`config.mk`:
```
export PLATFORM = sky130hd
export DESIGN_NAME = move_command_line_parser
export DESIGN_NICKNAME = d
export VERILOG_FILES = /design/src/rtl/mclp_pkg.sv /design/src/rtl/mclp_parse.sv /design/src/rtl/mclp_out.sv /design/src/rtl/move_command_line_parser.sv
export VERILOG_INCLUDE_DIRS = /design/src /design/src/rtl
export SDC_FILE = /design/constraint.sdc
export NUM_CORES = 1
export LEC_CHECK = 0
export ABC_AREA = 1
export BUFFER_PORTS_ARGS = -buffer_cell sky130_fd_sc_hd__clkbuf_2
export CAP_MARGIN = 20
export CORE_MARGIN = 1.5
export CORE_UTILIZATION = 30
export DETAILED_ROUTE_END_ITERATION = 10
export PLACE_DENSITY = 0.48
export SLEW_MARGIN = 20
export SYNTH_ARGS = -nofsm -noshare
export SYNTH_HDL_FRONTEND = slang
export SYNTH_SLANG_ARGS = --single-unit
```
`constraint.sdc`:
```
create_clock -name clk -period 3.1 [get_ports clk]
set_clock_uncertainty 0.05 [all_clocks]
set_input_delay 0.31 -clock clk [delete_from_list [all_inputs] [get_ports clk]]
set_output_delay 0.31 -clock clk [all_outputs]
set_load 0.005 [all_outputs]
```
`src/rtl/assert_macros.svh`:
```
// Assertion helpers shared by the RTL.
`ifndef ASSERT_MACROS_SVH
`define ASSERT_MACROS_SVH

// Property that must hold at every clock edge outside reset.
`define ASSERT_ALWAYS(label, clk, rst, expr, msg) \
  label: assert property (@(posedge clk) disable iff (rst) (expr)) \
    else $error(msg);

// Antecedent in one cycle implies consequent in the next.
`define ASSERT_NEXT(label, clk, rst, ante, cons, msg) \
  label: assert property (@(posedge clk) disable iff (rst) (ante) |=> (cons)) \
    else $error(msg);

`endif

```
`src/rtl/mclp_pkg.sv`:
```
package mclp_pkg;

  localparam int MAX_LINE = 63;
  localparam int LEN_W = $clog2(MAX_LINE + 1);
  localparam int NAME_LEN = 4;

  localparam logic [7:0] NEWLINE = 8'h0A;
  localparam logic [7:0] SPACE = 8'h20;
  localparam logic [7:0] NUL = 8'h00;
  localparam logic [7:0] PLUS = 8'h2B;
  localparam logic [7:0] MINUS = 8'h2D;
  localparam logic [7:0] ZERO = 8'h30;

  typedef enum logic [1:0] {
    TOK_NAME  = 2'd0,
    TOK_TURN  = 2'd1,
    TOK_SPEED = 2'd2,
    TOK_REST  = 2'd3
  } tok_t;

  typedef enum logic [1:0] {
    PH_WAIT   = 2'd0,
    PH_DIGITS = 2'd1,
    PH_DONE   = 2'd2
  } phase_t;

  typedef struct packed {
    logic [LEN_W-1:0] line_length;
    tok_t             tok;
    logic [2:0]       name_pos;
    logic             name_ok;
    phase_t           phase;
    logic             negative;
    logic [7:0]       turn_value;
    logic [7:0]       speed_value;
    logic             nul_seen;
  } line_state_t;

  typedef struct packed {
    logic       hit;
    logic [7:0] turn;
    logic [7:0] speed;
  } result_t;

  typedef struct packed {
    phase_t     phase;
    logic       negative;
    logic [7:0] acc;
  } num_t;

  function automatic line_state_t clear_line();
    line_state_t s;
    s.line_length = '0;
    s.tok         = TOK_NAME;
    s.name_pos    = '0;
    s.name_ok     = 1'b1;
    s.phase       = PH_WAIT;
    s.negative    = 1'b0;
    s.turn_value  = '0;
    s.speed_value = '0;
    s.nul_seen    = 1'b0;
    return s;
  endfunction

  function automatic logic [7:0] name_char(input logic [1:0] pos);
    logic [7:0] c;
    case (pos)
      2'd0:    c = 8'h6D;
      2'd1:    c = 8'h6F;
      2'd2:    c = 8'h76;
      default: c = 8'h65;
    endcase
    return c;
  endfunction

  function automatic logic [7:0] to_lower(input logic [7:0] b);
    logic [7:0] r;
    r = b;
    if (b inside {[8'h41:8'h5A]}) r = b + 8'd32;
    return r;
  endfunction

  // One byte of an atoi style number.
  function automatic num_t num_step(input num_t cur, input logic [7:0] b);
    num_t       n;
    logic       digit;
    logic       take;
    logic [7:0] d;
    logic [7:0] t;
    n     = cur;
    digit = b inside {[8'h30:8'h39]};
    take  = 1'b0;
    case (cur.phase)
      PH_WAIT: begin
        if (b inside {8'h09, 8'h0B, 8'h0C, 8'h0D}) begin
          take = 1'b0;
        end else if (b == PLUS) begin
          n.phase = PH_DIGITS;
        end else if (b == MINUS) begin
          n.phase    = PH_DIGITS;
          n.negative = 1'b1;
        end else if (!digit) begin
          n.phase = PH_DONE;
        end else begin
          n.phase = PH_DIGITS;
          take    = 1'b1;
        end
      end
      PH_DIGITS: begin
        if (!digit) n.phase = PH_DONE;
        else take = 1'b1;
      end
      default: take = 1'b0;
    endcase
    d = b - ZERO;
    t = (cur.acc << 3) + (cur.acc << 1);
    if (take) n.acc = n.negative ? (t - d) : (t + d);
    return n;
  endfunction

endpackage

```
`src/rtl/mclp_parse.sv`:
```
`include "assert_macros.svh"

module mclp_parse (
  input  logic                 clk,
  input  logic                 rst,
  input  logic                 in_fire,
  input  logic [7:0]           rx_byte,
  output mclp_pkg::result_t    res
);

  mclp_pkg::line_state_t cur;
  mclp_pkg::line_state_t cur_next;
  mclp_pkg::num_t        num_in;
  mclp_pkg::num_t        num_out;

  always_comb begin
    num_in.phase    = cur.phase;
    num_in.negative = cur.negative;
    num_in.acc      = (cur.tok == mclp_pkg::TOK_TURN) ? cur.turn_value : cur.speed_value;
    num_out         = mclp_pkg::num_step(num_in, rx_byte);
  end

  always_comb begin
    cur_next  = cur;
    res.hit   = 1'b0;
    res.turn  = cur.turn_value;
    res.speed = cur.speed_value;
    if (in_fire) begin
      if (rx_byte == mclp_pkg::NEWLINE) begin
        res.hit  = cur.name_ok && (cur.name_pos == 3'(mclp_pkg::NAME_LEN));
        cur_next = mclp_pkg::clear_line();
      end else begin
        if (cur.line_length >= mclp_pkg::LEN_W'(mclp_pkg::MAX_LINE)) begin
          cur_next = mclp_pkg::clear_line();
        end else begin
          cur_next.line_length = cur.line_length + 1'b1;
          if (!cur.nul_seen) begin
            if (rx_byte == mclp_pkg::NUL) begin
              cur_next.nul_seen = 1'b1;
            end else if (rx_byte == mclp_pkg::SPACE) begin
              if (cur.tok == mclp_pkg::TOK_NAME &&
                  cur.name_pos != 3'(mclp_pkg::NAME_LEN)) cur_next.name_ok = 1'b0;
              if (cur.tok != mclp_pkg::TOK_REST)
                cur_next.tok = mclp_pkg::tok_t'(2'(cur.tok) + 2'd1);
              cur_next.phase    = mclp_pkg::PH_WAIT;
              cur_next.negative = 1'b0;
            end else begin
              case (cur.tok)
                mclp_pkg::TOK_NAME: begin
                  if (cur.name_pos < 3'(mclp_pkg::NAME_LEN) &&
                      mclp_pkg::to_lower(rx_byte) == mclp_pkg::name_char(cur.name_pos[1:0]))
                    cur_next.name_pos = cur.name_pos + 3'd1;
                  else
                    cur_next.name_ok = 1'b0;
                end
                mclp_pkg::TOK_TURN: begin
                  cur_next.phase      = num_out.phase;
                  cur_next.negative   = num_out.negative;
                  cur_next.turn_value = num_out.acc;
                end
                mclp_pkg::TOK_SPEED: begin
                  cur_next.phase       = num_out.phase;
                  cur_next.negative    = num_out.negative;
                  cur_next.speed_value = num_out.acc;
                end
                default: cur_next.tok = cur.tok;
              endcase
            end
          end
        end
        // overflowing byte opens a fresh line: parse it from the cleared state
        if (cur.line_length >= mclp_pkg::LEN_W'(mclp_pkg::MAX_LINE)) begin
          cur_next.line_length = mclp_pkg::LEN_W'(1);
          if (rx_byte == mclp_pkg::NUL) begin
            cur_next.nul_seen = 1'b1;
          end else if (rx_byte == mclp_pkg::SPACE) begin
            cur_next.name_ok = 1'b0;
            cur_next.tok     = mclp_pkg::TOK_TURN;
          end else if (mclp_pkg::to_lower(rx_byte) == mclp_pkg::name_char(2'd0)) begin
            cur_next.name_pos = 3'd1;
          end else begin
            cur_next.name_ok = 1'b0;
          end
        end
      end
    end
  end

  always_ff @(posedge clk) begin
    if (rst) begin
      cur <= mclp_pkg::clear_line();
    end else begin
      cur <= cur_next;
    end
  end

  `ASSERT_ALWAYS(a_len_bound, clk, rst, cur.line_length <= mclp_pkg::LEN_W'(mclp_pkg::MAX_LINE), "line length past limit")
  `ASSERT_ALWAYS(a_pos_bound, clk, rst, cur.name_pos <= 3'(mclp_pkg::NAME_LEN), "name position past word")
  `ASSERT_NEXT(a_nl_clear, clk, rst, in_fire && rx_byte == mclp_pkg::NEWLINE, cur.line_length == '0 && cur.name_ok, "newline did not clear line")

endmodule

```
`src/rtl/mclp_out.sv`:
```
`include "assert_macros.svh"

module mclp_out (
  input  logic              clk,
  input  logic              rst,
  input  logic              load,
  input  mclp_pkg::result_t res,
  input  logic              out_stall,
  output logic              out_valid,
  output logic [7:0]        turn,
  output logic [7:0]        speed
);

  logic out_valid_next;

  always_comb begin
    out_valid_next = out_valid;
    if (out_valid && !out_stall) out_valid_next = 1'b0;
    if (load) out_valid_next = 1'b1;
  end

  always_ff @(posedge clk) begin
    if (rst) begin
      out_valid <= 1'b0;
    end else begin
      out_valid <= out_valid_next;
    end
  end

  always_ff @(posedge clk) begin
    if (load) begin
      turn  <= res.turn;
      speed <= res.speed;
    end
  end

  `ASSERT_NEXT(a_load_shows, clk, rst, load, out_valid && turn == $past(res.turn) && speed == $past(res.speed), "loaded result not presented")

endmodule

```
`src/rtl/move_command_line_parser.sv`:
```
// A newline beat that closes a "move" line registers its result, shown on out_valid in the cycle after.
// Throughput: one rx_byte beat per cycle; in_stall rises only while a result
// sits in the output register and the sink stalls.
// Reset (rst, synchronous, active high) clears the line state and empties the
// output register; no clearing pass.
module move_command_line_parser (
  input  logic              clk,
  input  logic              rst,
  input  logic              in_valid,
  output logic              in_stall,
  input  logic [7:0]        rx_byte,
  output logic              out_valid,
  input  logic              out_stall,
  output logic signed [7:0] turn,
  output logic signed [7:0] speed
);

  logic              in_fire;
  mclp_pkg::result_t res;
  logic [7:0]        turn_q;
  logic [7:0]        speed_q;

  assign in_stall = out_valid && out_stall;
  assign in_fire  = in_valid && !in_stall;

  mclp_parse u_parse (
    .clk     (clk),
    .rst     (rst),
    .in_fire (in_fire),
    .rx_byte (rx_byte),
    .res     (res)
  );

  mclp_out u_out (
    .clk       (clk),
    .rst       (rst),
    .load      (res.hit),
    .res       (res),
    .out_stall (out_stall),
    .out_valid (out_valid),
    .turn      (turn_q),
    .speed     (speed_q)
  );

  assign turn  = signed'(turn_q);
  assign speed = signed'(speed_q);

endmodule
```
-- After elaboration in Yosys (flattened, before gate mapping)
Index checks and enable logic that the tools add are counted.
- bits in registers: 49
- bits of input ports: 12
- logic and storage cells: 142
- add/subtract/negate cells: 8
- order comparisons: 6
- eq/ne operators: 23
- muxes and demuxes: 68
- reduce and logical (&&, ||, !) cells: 25
- operators with widths (cell ; count):
    $mux W8 ; 25
    $mux W32 ; 2
    $eq A8 B4 Y1 const B ; 5
    $mux W26 ; 1
    $mux W25 ; 1
    $eq A8 B6 Y1 const B ; 3
    $mux W1 ; 18
    $mux W3 ; 6
    $add A8 B8 Y8 ; 2
    $mux W16 ; 1
    $pmux W5 S3 ; 1
    $mux W2 ; 7
    $mux W12 ; 1
    $ne A5 B5 Y1 const B ; 2
    $reduce_and A5 Y1 ; 2
    $add A8 B6 Y8 const B ; 1
    $eq A8 B7 Y1 const B ; 1
    $eq A8 B8 Y1 ; 1
    $ge A8 B6 Y1 const B ; 1
    $ge A8 B7 Y1 const B ; 1
    $le A8 B6 Y1 const B ; 1
    $le A8 B7 Y1 const B ; 1
    $logic_and A1 B1 Y1 ; 8
    $logic_not A8 Y1 ; 1
    other kinds (26) ; 37

-- Logic depth before layout (Yosys ltp)
Gate-level depths: netlist of the first run.
- depth after elaboration: 23
- gate-level depth with buffers: 21
- mapped depth without buffers: 20

-- Cells and area by module
A second synthesis of the first run with hierarchy kept.
- cells, all modules: 469
- area, all modules: 3552.2 sq um
- modules (own cells, without submodules) (module ; instances ; cells an instance ; area an instance (sq um) ; sequential area each (sq um)):
    mclp_parse ; 1 ; 445 ; 3015.4 ; 640.6
    mclp_out ; 1 ; 20 ; 516.7 ; 500.5
    move_command_line_parser ; 1 ; 4 ; 20.0 ; 0.0

-- Worst setup path before layout of the first run
Ideal clock, no wire load.
- path type: flip-flop to flip-flop
- from: reg u_parse.cur[25] (netlist bit)
- to: reg u_parse.cur (netlist bit u_parse.res[6])
- library setup time: 0.125 ns
- data arrival time: 3.238 ns
- setup slack: -0.313 ns
- stages on the path, launching flop included: 19
- cell sequence: dfxtp_1 > inv_1 > ha_1 > clkbuf_1 > o21ai_0 > ha_1 > fa_1 > xor2_1 > ha_1 > clkbuf_1 > inv_1 > a21oi_1 > o211ai_1 > nand2_1 > o21ai_1 > nand2_1 > nand2_1 > o21ai_1 > a21oi_1
- longest elaborated chain between the ends: 12
- elaborated cells between the ends (all ways): 16
- classes of those cells: add/sub (3); eq/ne (2); mux (9); reduce/logical (2)
- RTL lines (what ; RTL line ; source):
    start, declared ; mclp_parse.sv:11 ; mclp_pkg::line_state_t cur;
    start signal, assigned ; mclp_parse.sv:91 ; cur <= mclp_pkg::clear_line();
    start signal, assigned ; mclp_parse.sv:93 ; cur <= cur_next;
    $eq A2 B1 Y1 ; mclp_parse.sv:19 ; num_in.acc = (cur.tok == mclp_pkg::TOK_TURN) ? cur.turn_value : cur.speed_value;
    $mux W8 ; mclp_parse.sv:19 ;
    $add A8 B8 Y8 ; mclp_pkg.sv:116 ; t = (cur.acc << 3) + (cur.acc << 1);
    $add A8 B8 Y8 or $sub A8 B8 Y8 (tied branches) ; mclp_pkg.sv:117 ; if (take) n.acc = n.negative ? (t - d) : (t + d);
    $mux W8 (2 in a row) ; mclp_pkg.sv:117 ;
    $mux W8 ; mclp_parse.sv:48 ; case (cur.tok)
    $mux W16 ; mclp_parse.sv:40 ; end else if (rx_byte == mclp_pkg::SPACE) begin
    $mux W25 ; mclp_parse.sv:38 ; if (rx_byte == mclp_pkg::NUL) begin
    $mux W26 ; mclp_parse.sv:37 ; if (!cur.nul_seen) begin
    $mux W32 ; mclp_parse.sv:33 ; if (cur.line_length >= mclp_pkg::LEN_W'(mclp_pkg::MAX_LINE)) begin
    $mux W32 ; mclp_parse.sv:29 ; if (rx_byte == mclp_pkg::NEWLINE) begin
Several ways; a longest one is shown, not always the timed one. The select of a mux whose other input is x is not followed.
A chain may end at the register's enable or synchronous reset.

-- Worst setup path after layout of the first run
- from: reg u_parse.cur[25] (netlist bit)
- to: reg u_parse.cur (netlist bit u_parse.res[13])
- longest elaborated chain between the ends: 12
- elaborated cells between the ends (all ways): 15
- classes of those cells: add/sub (3); eq/ne (1); mux (9); reduce/logical (2)
- RTL lines (what ; RTL line):
    $eq A2 B1 Y1 (*) ; mclp_parse.sv:19, mclp_parse.sv:48
    $mux W8 ; mclp_parse.sv:19
    $add A8 B8 Y8 ; mclp_pkg.sv:116
    $add A8 B8 Y8 or $sub A8 B8 Y8 (tied branches) ; mclp_pkg.sv:117
    $mux W8 (2 in a row) ; mclp_pkg.sv:117
    $mux W8 ; mclp_parse.sv:48
    $mux W16 ; mclp_parse.sv:40
    $mux W25 ; mclp_parse.sv:38
    $mux W26 ; mclp_parse.sv:37
    $mux W32 ; mclp_parse.sv:33
    $mux W32 ; mclp_parse.sv:29
Mark *: on every way between the ends. The rest lies on a longest branch, timed or not. The select of a mux whose other input is x is not followed.

==> results.md, run 1 <==
- Dividing the final minimum period by the clock period gives 0.9210.
- The tightest min-delay check is of the in2reg type.
- The synthesized netlist contains 43 unique library cells.
- The tree is rooted in a clkbuf_16.
- The share of the synthesized area in the top cell type is 0.1804.
- In this run the core area contains 40 standard-cell rows.
- The pin count of the biggest net entering global routing is 22.
- The cell area after layout is 4384 µm².
- Dividing the detail-routed wire length by the instance count gives 13.56 µm.
- The floorplan die area is 12,880 µm².
- For this run, the leading register cell type out of synthesis is dfxtp_1.
- Measured against its own limit, the worst slew margin works out to 0.5503.
- The fraction of final layout cells with drive strength greater than 1 is 0.2678.
- The static leakage is 1.911 nW.
- The setup path with the least slack is of type reg2reg.
- The count of boundary I/O pins is 30.
- For this block, the routed nets add up to 9032 µm of wire.
- The count of routing violations after the opening detailed-route iteration is 145.
- The first global-routing pass estimated 14,720 µm of wire.
- The maximum fanout encountered on the critical timing path is 6.
- Measured along the y axis, the die boundary spans 113.5 µm.
- Across all setup checks in the final design, the least slack found is 0.2448 ns.
- In this run, CTS created clock tree buffers numbering 5.
- The part of the Yosys area used for sequential elements is 0.3116.
- The via count of the first global-routing pass is 2,857.
- The instance area at placement is 4089 µm².
- The worst-case clock buffer depth is 2.
- The mean post-synth cell area is 7.776 µm².
- In the final design database the tool counted 563 nets.
- For this run, the top clock speed supported by timing is 0.3502 GHz.
- The flow ran to the end, and the final reports show no timing, DRC or antenna violations.
- The most frequent cell after synthesis is nand2_1.
- The number of antenna violations at the first check in global routing is 0.
- Data on the critical path arrives at its endpoint at 2.98 ns.
- The flip-flop and latch count after synthesis is 49.
- The yosys synthesis warning count is 0.
- The minimum clock period is 2.855 ns.
- After synthesis, the most frequently instantiated cells are 97 x nand2_1, 56 x inv_1, 36 x a21oi_1.
- The startpoint kind of the worst setup timing path is a flop.
- The later pin in the worst-skew pair is clocked with a latency of 0.29 ns.
- The number of nets in the synthesized netlist is 516.
- The final routed DRC violation total is 0.
- The number of sinks driven by the clock tree is 49.
- The remaining global-route overflow is 0.
- Across every metal layer, demand over resource in global routing totals 0.1429.
- The detailed-route via count is 3,228.
- The number of input and output port buffers inserted is 29.
- In the synthesized netlist the async set-or-reset flop fraction comes to 0.
- The mapped netlist covers 3662 µm².
- The signal on the critical path passes through inv_2 > ha_4 > buf_4 > o21ai_4 > ha_4 > fa_2 > ha_4 > inv_2 > o31ai_1 > xor2_1 > nand2_1 > nand2_1 > nand2_1 > o211ai_2 > a21oi_2.
- The largest total area in the synthesized netlist belongs to dfxtp_1.
- Sorting the synthesized cells by area gives the leading types as dfxtp_1 18%, edfxtp_1 13%, ha_1 10%.
- The synthesized instance count is 471.
- Across the VDD grid, the largest voltage drop is 181.3 µV.
- In this run, synthesis inferred 16 flip-flops with an integrated enable.
- The wire-length estimate of the detail-placed layout is 7055 µm.
- CTS built an H-tree with a depth of 2.
- The quantity of hold-fixing buffers added after cts is 0.
- The starting utilization of the core area is 0.3062.
- The largest stage delay on the critical path is 0.46 ns.
- On the critical path, the stage with the largest delay is an instance of fa_2.
- The floorplan die width is 113.5 µm.
- TritonCTS built the clock tree.
- The number of antenna-violating nets in the routed design is 0.
- The congestion estimate from routability-driven global placement came to 0.9240.
- The antenna cell count is 0.
- Data on the critical path is required at its endpoint by 3.23 ns.
- The hold violation total from the final report is 0.
- OpenSTA, run right after detailed placement, puts the worst setup slack at 0.001572 ns.
- The clock transition time at the flip-flop clock pins of the worst setup and hold paths is 0.07 ns.
- The endpoint type of the worst setup path is a flop.
- The measured slew at the worst slew-check pin is 0.6738 ns.
- The final count of pins violating max slew is 0.
- In this run the power density over the cells is 315.4 nW/µm².
- Max-cap violations in this run came to 0.
- After floorplanning, the core was sized to cover 11,960 µm².
- The first detailed-routing pass took 4 iterations.
- Using the TritonRoute via totals, the vias-per-cell ratio works out to 4.847.
- The setup-violating endpoint count in the final report is 0.
- Relative to the synthesized area, the layout overhead comes to 19.71%.
## timing repair
item | 4_1_cts | 5_1_grt
gates resized for setup | 1 | 24
setup endpoints to repair | 2 | 6
pin swaps | 0 | 7
hold endpoints to repair | 0 | 0
buffers inserted | 0 | 1
gates cloned | 0 | 0
## report_power, final
| part | switching (W) | total, W | internal, W |
|---|---|---|---|
| logic | 0.000116 | 0.000178 | 0.0000615 |
| clock network | 0.000239 | 0.000540 | 0.000301 |
| registers | 0.00000286 | 0.000665 | 0.000662 |
## placed cells by master (no fill, tap or decap), drive strengths merged
cell	Yosys	layout
nand2	106	106
inv	66	67
a21oi	46	46
nor2	43	43
o21ai	36	36
clkbuf	6	35
dfxtp	33	33
nand3	32	32
ha	30	30
buf	5	22
edfxtp	16	16
xor2	12	12
nand4	8	8
o211ai	8	8
a211oi	6	6
o31ai	3	3
nor3	3	3
fa	3	3
nor4	2	2
mux2i	1	1
a21boi	1	1
a21o	1	1
xnor2	1	1
a31oi	1	1
a22oi	1	1
o22ai	1	1
clkinv	0	1
## logic make-up after synthesis
| family | share of synthesized area |
|---|---|
| mux | 0.002733 |
| flops | 0.3116 |
| compound gates | 0.1910 |
| xor+xnor | 0.03109 |
| fa+ha+maj | 0.1189 |
| simple gates | 0.2579 |
| buf+inv | 0.08678 |
## per-stage QoR
stage | total power, W | TNS [ns] | utilization | hold WS, ns | std cells
finish | 0.001383 | 0 | 0.3665 | 0.3238 | 666
CTS | 0.001391 | 0 | 0.3548 | 0.3188 | 665
global route | 0.001446 | -0.06305 | 0.3665 | 0.3370 | 666
global placement | 0.0008460 | 0 | 0.3418 | 0.3899 | 657
floorplan | 0.0007909 | 0 | - | 0.3697 | 471
detailed placement | 0.0008481 | 0 | 0.3418 | 0.3927 | 657
## flip-flops by register name (all words and copies together) (netlist names)
register / flops
u_parse.cur: 16
u_parse.res: 16
u_out.speed: 8
u_out.turn: 8
u_out.out_valid: 1
## layout make-up
class,instances,area [µm²]
sequential,49,1142
clock inverter,2,13.76
tap,147,183.9
timing repair buffer,51,310.3
multi-input combinational,345,2357
fill,1237,7577
clock buffer,6,128.9
inverter,66,247.7
## path summary, 6_finish.rpt
check	startpoint	depth (start not counted)	slack, ns	end
hold reg to reg	u_parse.res[6]$_SDFFE_PP0P_	0	0.41	u_out.speed[6]$_DFFE_PP_
hold / removal	out_stall	5	0.32	u_out.out_valid$_SDFFE_PP0P_
setup reg to reg	u_parse.cur[25]$_SDFFE_PP0P_	15	0.24	u_parse.res[13]$_SDFFE_PP0P_
setup / recovery	u_parse.cur[25]$_SDFFE_PP0P_	15	0.24	u_parse.res[13]$_SDFFE_PP0P_
## metal layers
metal  vias to the layer above  track usage  routed length [µm]
met5                         -            0                   0
met4                         0      0.04083                  80
met3                         4      0.02125                 410
met2                        76       0.2193                4074
met1                      1486       0.2083                4467
li1                       1662            -                   -
## critical path, delay by kind of cell (launching register included)
family / cells / cell delay, ns
AND/OR/NAND/NOR: 3 / 0.19
buffers and inverters: 3 / 0.26
adder cells (fa/ha/maj): 4 / 1.11
XOR/XNOR: 1 / 0.17
AO/OA/AOI/OAI: 4 / 0.63
flip-flops: 1 / 0.33
Note: power is estimated with default switching activity, not from simulation.
==> inputs of run 2 (changes only) <==
--- a/config.mk
+++ b/config.mk
@@ -16,4 +16,5 @@
 export SLEW_MARGIN = 20
 export SYNTH_ARGS = -nofsm -noshare
 export SYNTH_HDL_FRONTEND = slang
+export SYNTH_HIERARCHICAL = 1
 export SYNTH_SLANG_ARGS = --single-unit
==> run 2 against run 1 <==
Compared with the run above: fmax is 3.5% lower; worst hold slack lost 0.071 ns; setup slack worse by 0.10 ns; combinational power down 20%; critical path depth is 1 lower; wire length is 5.2% lower; sequential power barely moved; global-route usage down 0.41 points; synthesized cell count down 0.42%; clock power grew 30%; utilization shrank 1.4 points; non-clock buffer count fell by 9; critical path type unchanged; largest cell class unchanged.
==> results.md, run 2 <==
- The run finished with clean final reports.
- The number of nets in the synthesized netlist is 516.
- The share of the synthesized area in the top cell type is 0.1860.
- The critical register-to-register path startpoint is u_parse/cur[25]$_SDFFE_PP0P_.
- For this design, the sink count on the clock tree is 49.
- The tightest min-delay check is of the in2reg type.
- Measured along the x axis, the die boundary spans 111.8 µm.
- The cell row count is 39.
- The number of iterations in the first detailed-routing pass is 4.
- After clock tree synthesis, the clock-pin slew on the worst setup and hold paths is 0.07 ns.
- The design internal power is 0.001171 W.
- The most common library cell in the layout ignoring fill and taps is nand2_1.
- Entering global routing, the biggest net connects 23 pins.
- Once layout is done, the placed cells without fillers occupy 4043 µm².
- Of all cell types, the one taking the most synthesized area is dfxtp_1.
- The mean post-synth cell area is 7.574 µm².
- In this run the worst setup path terminates at u_parse/res[13]$_SDFFE_PP0P_.
- During I/O placement, the number of pins put on the boundary was 30.
- The number of antenna violations at the first check in global routing is 0.
- CTS built an H-tree with a depth of 2.
- The fraction of final layout cells with drive strength greater than 1 is 0.1862.
- The remaining global-route overflow is 0.
- After layout, the design draws a total of 0.001511 W.
- The library cells used most frequently in the layout, excluding fill and tap cells, are 91 x nand2_1, 49 x inv_1, 48 x a21oi_1.
- The number of antenna-violating nets in the routed design is 0.
- The critical path goes through inv_2 > ha_4 > mux2_4 > ha_2 > fa_2 > ha_4 > inv_1 > a21oi_1 > nand3_2 > nand2_1 > nand2_1 > o221ai_1 > nand2_1 > a21oi_1.
- The count of routing violations after the opening detailed-route iteration is 173.
- In this run, distinct cell masters in the synthesized netlist total 46.
- The starting utilization of the core area is 0.3098.
- By area the synthesized netlist is led by dfxtp_1 19%, edfxtp_1 14%, ha_1 11%.
- After synthesis, the most frequently instantiated cells are 91 x nand2_1, 50 x inv_1, 48 x a21oi_1.
- The standard cell with the maximum stage delay on the critical path is fa_2.
- After synthesis the netlist holds a flip-flop and latch count of 49.
- Setup violations remaining at the end of the flow were counted as 0.
- For this run, the register share of the synthesized area comes to 0.3212.
- The endpoint type of the worst setup path is a flop.
- The fraction of power consumed by sequential logic is 0.441.
- In this run the critical register-to-register path is captured at u_parse/res[13]$_SDFFE_PP0P_.
- After clock tree synthesis, the flow added hold-fix buffers numbering 0.
- The storage element area is 1144 µm².
- The hold violation total from the final report is 0.
- The die covers 12,500 µm².
- The routed wire length per instance is 13.44 µm.
- Headroom to the max-slew limit came out at 0.5787.
- The share of total power dissipated in combinational logic is 0.094.
- For this run, the number of Yosys warnings is 6.
- The via count of the first global-routing pass is 2,823.
- Subtracting the final worst setup slack from the clock period gives 2.960 ns.
- The synthesized instance count is 469.
- Summed over all cells, the static leakage comes to 1.815 nW.
- From bottom edge to top edge, the die measures 111.8 µm.
- The startpoint kind of the worst setup timing path is a flop.
- Power spread over the standard cell area amounts to 373.8 nW/µm².
- Adding up every negative setup slack in the final design gives 0 ns.
- The timing startpoint of the critical path is u_parse/cur[25]$_SDFFE_PP0P_.
- The routed layout has 3,085 vias.
- The area inside the core boundary is 11,470 µm².
- The later pin in the worst-skew pair is clocked with a latency of 0.29 ns.
- The largest stage delay on the critical path is 0.49 ns.
- The final count of pins violating max slew is 0.
- The maximum fanout encountered on the critical timing path is 5.
- The most common cell in the synthesized netlist is nand2_1.
- Of the available clock period, the critical path in the final layout requires 0.9549.
- The worst-case clock buffer depth is 2.
- The worst ir drop on vdd is 381.7 µV.
- Setup slack on the worst reg-to-reg path comes out at 0.14 ns.
- Counting the fill cells in the layout gives 1,206.
- The worst setup path is of the reg2reg kind.
- The endpoint required time on the critical path is 3.26 ns.
- The clock tree root driver cell is clkbuf_16.
- The logic depth of the worst register-to-register path is 14.
- The most numerous cell type found on the critical path is nand2_1.
- The antenna cell count is 0.
- In this run, synthesis inferred 16 flip-flops with an integrated enable.
- The global-route wire length before repair is 14,170 µm.
- Summing all placed instances gives a cell area of 3804 µm².
- The final routed DRC violation total is 0.
- The area of the multi-input gates is 2056 µm².
- The number of input and output port buffers inserted is 29.
- For the pin with the worst max-slew slack, the measured transition is 0.6313 ns.
- The routability congestion estimate is 0.8570.
- The most used flip-flop cell after synthesis is dfxtp_1.
- The total half-perimeter wirelength after legalization and detailed placement is 6806 µm.
- The data arrival time of the critical path is 3.12 ns.
- The net switching component of the power is 0.0003401 W.
- The post-layout net count is 540.
- The area of the mapped netlist is 3552 µm².
- The TritonCTS clock tree is done.
- The fraction of power consumed by the clock network is 0.465.
- The average via count per standard cell is 4.843.
- The achievable clock frequency is 0.3378 GHz.
- The all-layer global routing usage is 0.1388.
- The worst hold slack is 0.2527 ns.
- The number of CTS-inserted buffers is 5.
- Compared with the post-synthesis result, the final layout area differs by 13.81%.
- The switching share of power is 0.2251.
- The async set-reset flop share out of synthesis is 0.
- The overall routed net length is 8563 µm.
- Across the run, the number of max-cap violations was 0.
[run 2: cell types whose count changed in the layout (fill, tap and decap cells not counted), moves of 6 or more]
| cell | previous run | this run |
|---|---|---|
| nand3_1 | 29 | 22 |
| o21ai_0 | 20 | 29 |
| a21oi_1 | 34 | 48 |
| buf_4 | 22 | 13 |
| nor3_1 | 1 | 7 |
| a21oi_2 | 10 | 2 |
[run 2: power groups by stage]
stage               Sequential, W  Clock (W)  Combinational, W
global placement         0.000680          0          0.000140
floorplan                0.000680          0         0.0000976
global route             0.000666   0.000739          0.000161
detailed placement       0.000681          0          0.000140
CTS                      0.000666   0.000713          0.000142
finish                   0.000666   0.000703          0.000142
[run 2: per-layer routing]
metal	GRT usage	wire length, µm
met4	0.03038	49
met3	0.01742	301
met2	0.2207	3789
met1	0.2010	4422
met5	0	0
[run 2: worst min path at each step]
stage,from,end,cells past startpoint
6_report,out_stall,u_out/out_valid$_SDFFE_PP0P_,3
3_5_place_dp,u_parse/res[12]$_SDFFE_PP0P_,u_out/turn[4]$_DFFE_PP_,0
5_1_grt,out_stall,u_out/out_valid$_SDFFE_PP0P_,3
3_3_place_gp,u_parse/res[4]$_SDFFE_PP0P_,u_out/speed[4]$_DFFE_PP_,0
2_1_floorplan,rst,u_out/out_valid$_SDFFE_PP0P_,1
4_1_cts,out_stall,u_out/out_valid$_SDFFE_PP0P_,3
[run 2: through the flow]
step / setup WS, ns / utilization / cells
floorplan: 0.01915 / - / 469
finish: 0.1399 / 0.3525 / 637
detailed placement: -0.03798 / 0.3317 / 628
CTS: 0.03847 / 0.3505 / 636
global placement: 0.02076 / 0.3317 / 628
global route: -0.003843 / 0.3525 / 637
[run 2: logic make-up after synthesis]
| kind of cell | count (synthesis) | share of synthesized area |
|---|---|---|
| flip-flops | 49 | 0.3212 |
| AND/OR/NAND/NOR | 171 | 0.2128 |
| buffers and inverters | 86 | 0.1131 |
| multiplexers | 3 | 0.009158 |
| AO/OA/AOI/OAI | 113 | 0.1846 |
| adder cells (fa/ha/maj) | 35 | 0.1296 |
| XOR/XNOR | 12 | 0.02959 |
[run 2: area by class of cell]
class,instances,share of cell area
clock buffers,5,0.03095
clock inverters,3,0.01609
inverters,61,0.05726
multi-input cells,334,0.5085
flip-flops and latches,49,0.2829
well taps,143,0.04426
repair buffers,42,0.06004
[run 2: worst max-delay path: cells and delay by family (launching register included)]
kind            cells  cell delay (ns)
mux                 1             0.33
flops               1             0.33
fa+ha+maj           4             1.16
compound gates      3             0.50
simple gates        4             0.38
buf+inv             2             0.13
[run 2: repair_timing]
item | in CTS | in global routing
buffers inserted | 0 | 1
gates resized for setup | 3 | 7
endpoints found under the setup margin | 6 | 6
pin swaps | 0 | 2
==> inputs of run 3 (changes only) <==
--- a/config.mk
+++ b/config.mk
@@ -12,8 +12,8 @@
 export CORE_MARGIN = 1.5
 export CORE_UTILIZATION = 30
 export DETAILED_ROUTE_END_ITERATION = 10
-export PLACE_DENSITY = 0.48
-export SLEW_MARGIN = 20
+export PLACE_DENSITY_LB_ADDON = 0.15
+export SLEW_MARGIN = 10
 export SYNTH_ARGS = -nofsm -noshare
 export SYNTH_HDL_FRONTEND = slang
 export SYNTH_HIERARCHICAL = 1
==> run 3 against run 2 <==
Compared with the run above: worst hold slack worse by 0.0095 ns; die area stayed put; clock power is 14% lower; fmax hardly changed; sequential power hardly changed; non-clock buffer count is 2 higher; count of clock-buffer cells in the layout is 1 higher; first-iteration DRC count is 9.8% higher; combinational power is 4% higher; sequential share of layout area is 0.43 points lower; largest cell class unchanged; largest power group is now registers.
==> results.md, run 3 (synthesized netlist as in run 2, its figures left out) <==
- The final count of pins violating max slew is 0.
- The run finished with clean final reports.
- After detailed routing, the number of remaining DRC violations is 0.
- The logic depth of the worst register-to-register path is 16.
- The starting utilization of the core area is 0.3098.
- Routability-driven placement finished with a final weighted congestion of 0.8133.
- IR analysis of the VDD net gives a maximum drop of 252.1 µV.
- The setup-violating endpoint count in the final report is 0.
- The count of boundary I/O pins is 30.
- In this run the clock root is driven by a clkbuf_16.
- The worst min-delay path category is in2reg.
- The maximum fanout encountered on the critical timing path is 6.
- The post-layout net count is 542.
- CTS saw 49 sinks.
- The routing usage on met1 is 0.2015.
- Based on the critical path, the design can be clocked at up to 0.3379 GHz.
- The placed instances occupy a cell area of 3819 µm².
- At the later pin of the worst-skew pair, clock insertion delay measures 0.29 ns.
- Measured on the finished design, the core utilization comes to 0.3580.
- The measured slew at the worst slew-check pin is 0.6437 ns.
- The total power per unit cell area is 346.0 nW/µm².
- Using the TritonRoute via totals, the vias-per-cell ratio works out to 4.869.
- The via count of the first global-routing pass was 2,951.
- The number of antenna violations at the first check in global routing is 0.
- Setup repair after global routing could not meet its margin everywhere.
- The filler cells instantiated in the layout total 1,192.
- STA classifies the critical path startpoint as a flop.
- The all-layer global routing usage is 0.1409.
- The hold violation total from the final report is 0.
- The sum of buffers and inverters on the critical path is 2.
- The floorplan die width is 111.8 µm.
- The relative slew slack is 0.5704.
- Walking the worst path, the cells encountered are inv_2 > ha_4 > mux2_4 > ha_4 > fa_2 > ha_4 > inv_1 > nand2_1 > nand2_1 > a21oi_1 > a21oi_1 > o21ai_1 > nand2_1 > nand2_1 > nand2_1 > a21oi_1.
- The endpoint required time on the critical path is 3.20 ns.
- In the global route stage, met2 resource usage came out at 0.2232.
- The most common library cell in the layout ignoring fill and taps is nand2_1.
- Dividing the detail-routed wire length by the instance count gives 13.53 µm.
- The static leakage is 1.812 nW.
- From synthesis to final layout, the design area changed by 15.57%.
- In this run the number of H-tree levels came out at 2.
- The first detailed-routing pass took 4 iterations.
- The floorplan die area is 12,500 µm².
- The number of max-capacitance violations reported is 0.
- The data arrival time of the critical path is 3.06 ns.
- The number of antenna-violating nets in the routed design is 0.
- The critical path runs through a total of 16 cells.
- The global-route wire length before repair is 14,430 µm.
- The TritonCTS clock tree is done.
- The largest single stage delay on the critical path is 0.58 ns.
- The count of routing violations after the opening detailed-route iteration is 190.
- The worst hold path depth is 3.
- Buffers placed on the I/O ports in this run total 29.
- The number of CTS-inserted buffers is 5.
- The final clock period utilization by the worst path is 0.9548.
- The HPWL after detailed placement is 6786 µm.
- In the final layout, the share of cells above drive strength 1 is 0.2117.
- After clock tree synthesis, the clock-pin slew on the worst setup and hold paths is 0.06 ns.
- In the layout the commonest cells are 89 x nand2_1, 49 x inv_1, 45 x a21oi_1.
- The antenna cell count is 0.
- Among all stages on the critical path, the largest delay is contributed by fa_2.
- In this design, the critical path's most frequently occurring cell is nand2_1.
- In the global route stage, met3 resource usage came out at 0.02177.
- Counting along the longest clock path gives a buffer depth of 2.
- The kind of cell adding the most delay to the critical path is adder cells.
- The worst setup path is captured at a flop.
- The type of the worst setup path is reg2reg.
- The routed layout has 3,111 vias.
- Counting I/O delays and the setup requirement, the final critical path takes 2.960 ns.
- The floorplan die height is 111.8 µm.
- The cell area after layout is 4105 µm².
- The remaining global-route overflow is 0.
- The area inside the core boundary is 11,470 µm².
- The pin count of the biggest net entering global routing is 23.
- Hold repair after CTS inserted 0 buffers.
- met2 is the most crowded layer.
- The overall routed net length is 8643 µm.
- After floorplanning, the core was divided into 39 placement rows.
## run 3: cell types whose count changed in the layout (fill, tap and decap cells not counted), sizes merged
cell    change
buf         +2
bufinv      -1
clkbuf      +1
## run 3: metal layers
layer | share of wire | vias up
met5 | 0 | -
met4 | 0.0074 | 0
met3 | 0.039 | 4
met2 | 0.44 | 63
met1 | 0.51 | 1436
li1 | - | 1608
## run 3: cell type report
class	instances	area, µm²	share of cell area
Clock buffer	6	128.9	0.03139
Timing Repair Buffer	44	261.5	0.06370
Sequential cell	49	1144	0.2786
Clock inverter	2	33.78	0.008229
Multi-Input combinational cell	334	2127	0.5181
Inverter	61	231.5	0.05639
Tap cell	143	178.9	0.04358
## run 3: worst paths after layout
check | from | to | slack (ns)
max reg2reg | u_parse/cur[25]$_SDFFE_PP0P_ | u_parse/res[14]$_SDFFE_PP0P_ | 0.14
min reg2reg | u_parse/res[3]$_SDFFE_PP0P_ | u_out/speed[3]$_DFFE_PP_ | 0.40
min | out_stall | u_out/out_valid$_SDFFE_PP0P_ | 0.24
max | u_parse/cur[25]$_SDFFE_PP0P_ | u_parse/res[14]$_SDFFE_PP0P_ | 0.14
## run 3: report_power, final
part	switching, W	internal, W
logic	0.0000984	0.0000491
registers	0.00000372	0.000663
clock network	0.000228	0.000378
## run 3: per-stage QoR
step | instances | setup WS [ns] | setup TNS, ns | hold WS (ns) | total power (W)
global route | 639 | -0.02540 | -0.06357 | 0.2568 | 0.001487
finish | 639 | 0.1403 | 0 | 0.2432 | 0.001421
global placement | 630 | -0.01878 | -0.02175 | 0.3943 | 0.0008225
detailed placement | 630 | -0.05924 | -0.1192 | 0.3905 | 0.0008223
CTS | 638 | 0.01472 | 0 | 0.2367 | 0.001431
floorplan | 469 | 0.01915 | 0 | 0.3224 | 0.0007772
## run 3: what timing repair did
action,in CTS,in global routing
pin swaps,0,7
hold endpoints to repair,0,0
gates resized for setup,2,24
setup buffers,0,1
endpoints found under the setup margin,6,6
## run 3: worst register-to-register path, stage by stage, from the launching register on
cell and delay (ns):
dfxtp_2 0.32, inv_2 0.07, ha_4 0.18, mux2_4 0.33, ha_4 0.17, fa_2 0.58
ha_4 0.23, inv_1 0.12, nand2_1 0.07, nand2_1 0.08, a21oi_1 0.08, a21oi_1 0.12
o21ai_1 0.07, nand2_1 0.09, nand2_1 0.07, nand2_1 0.11, a21oi_1 0.07
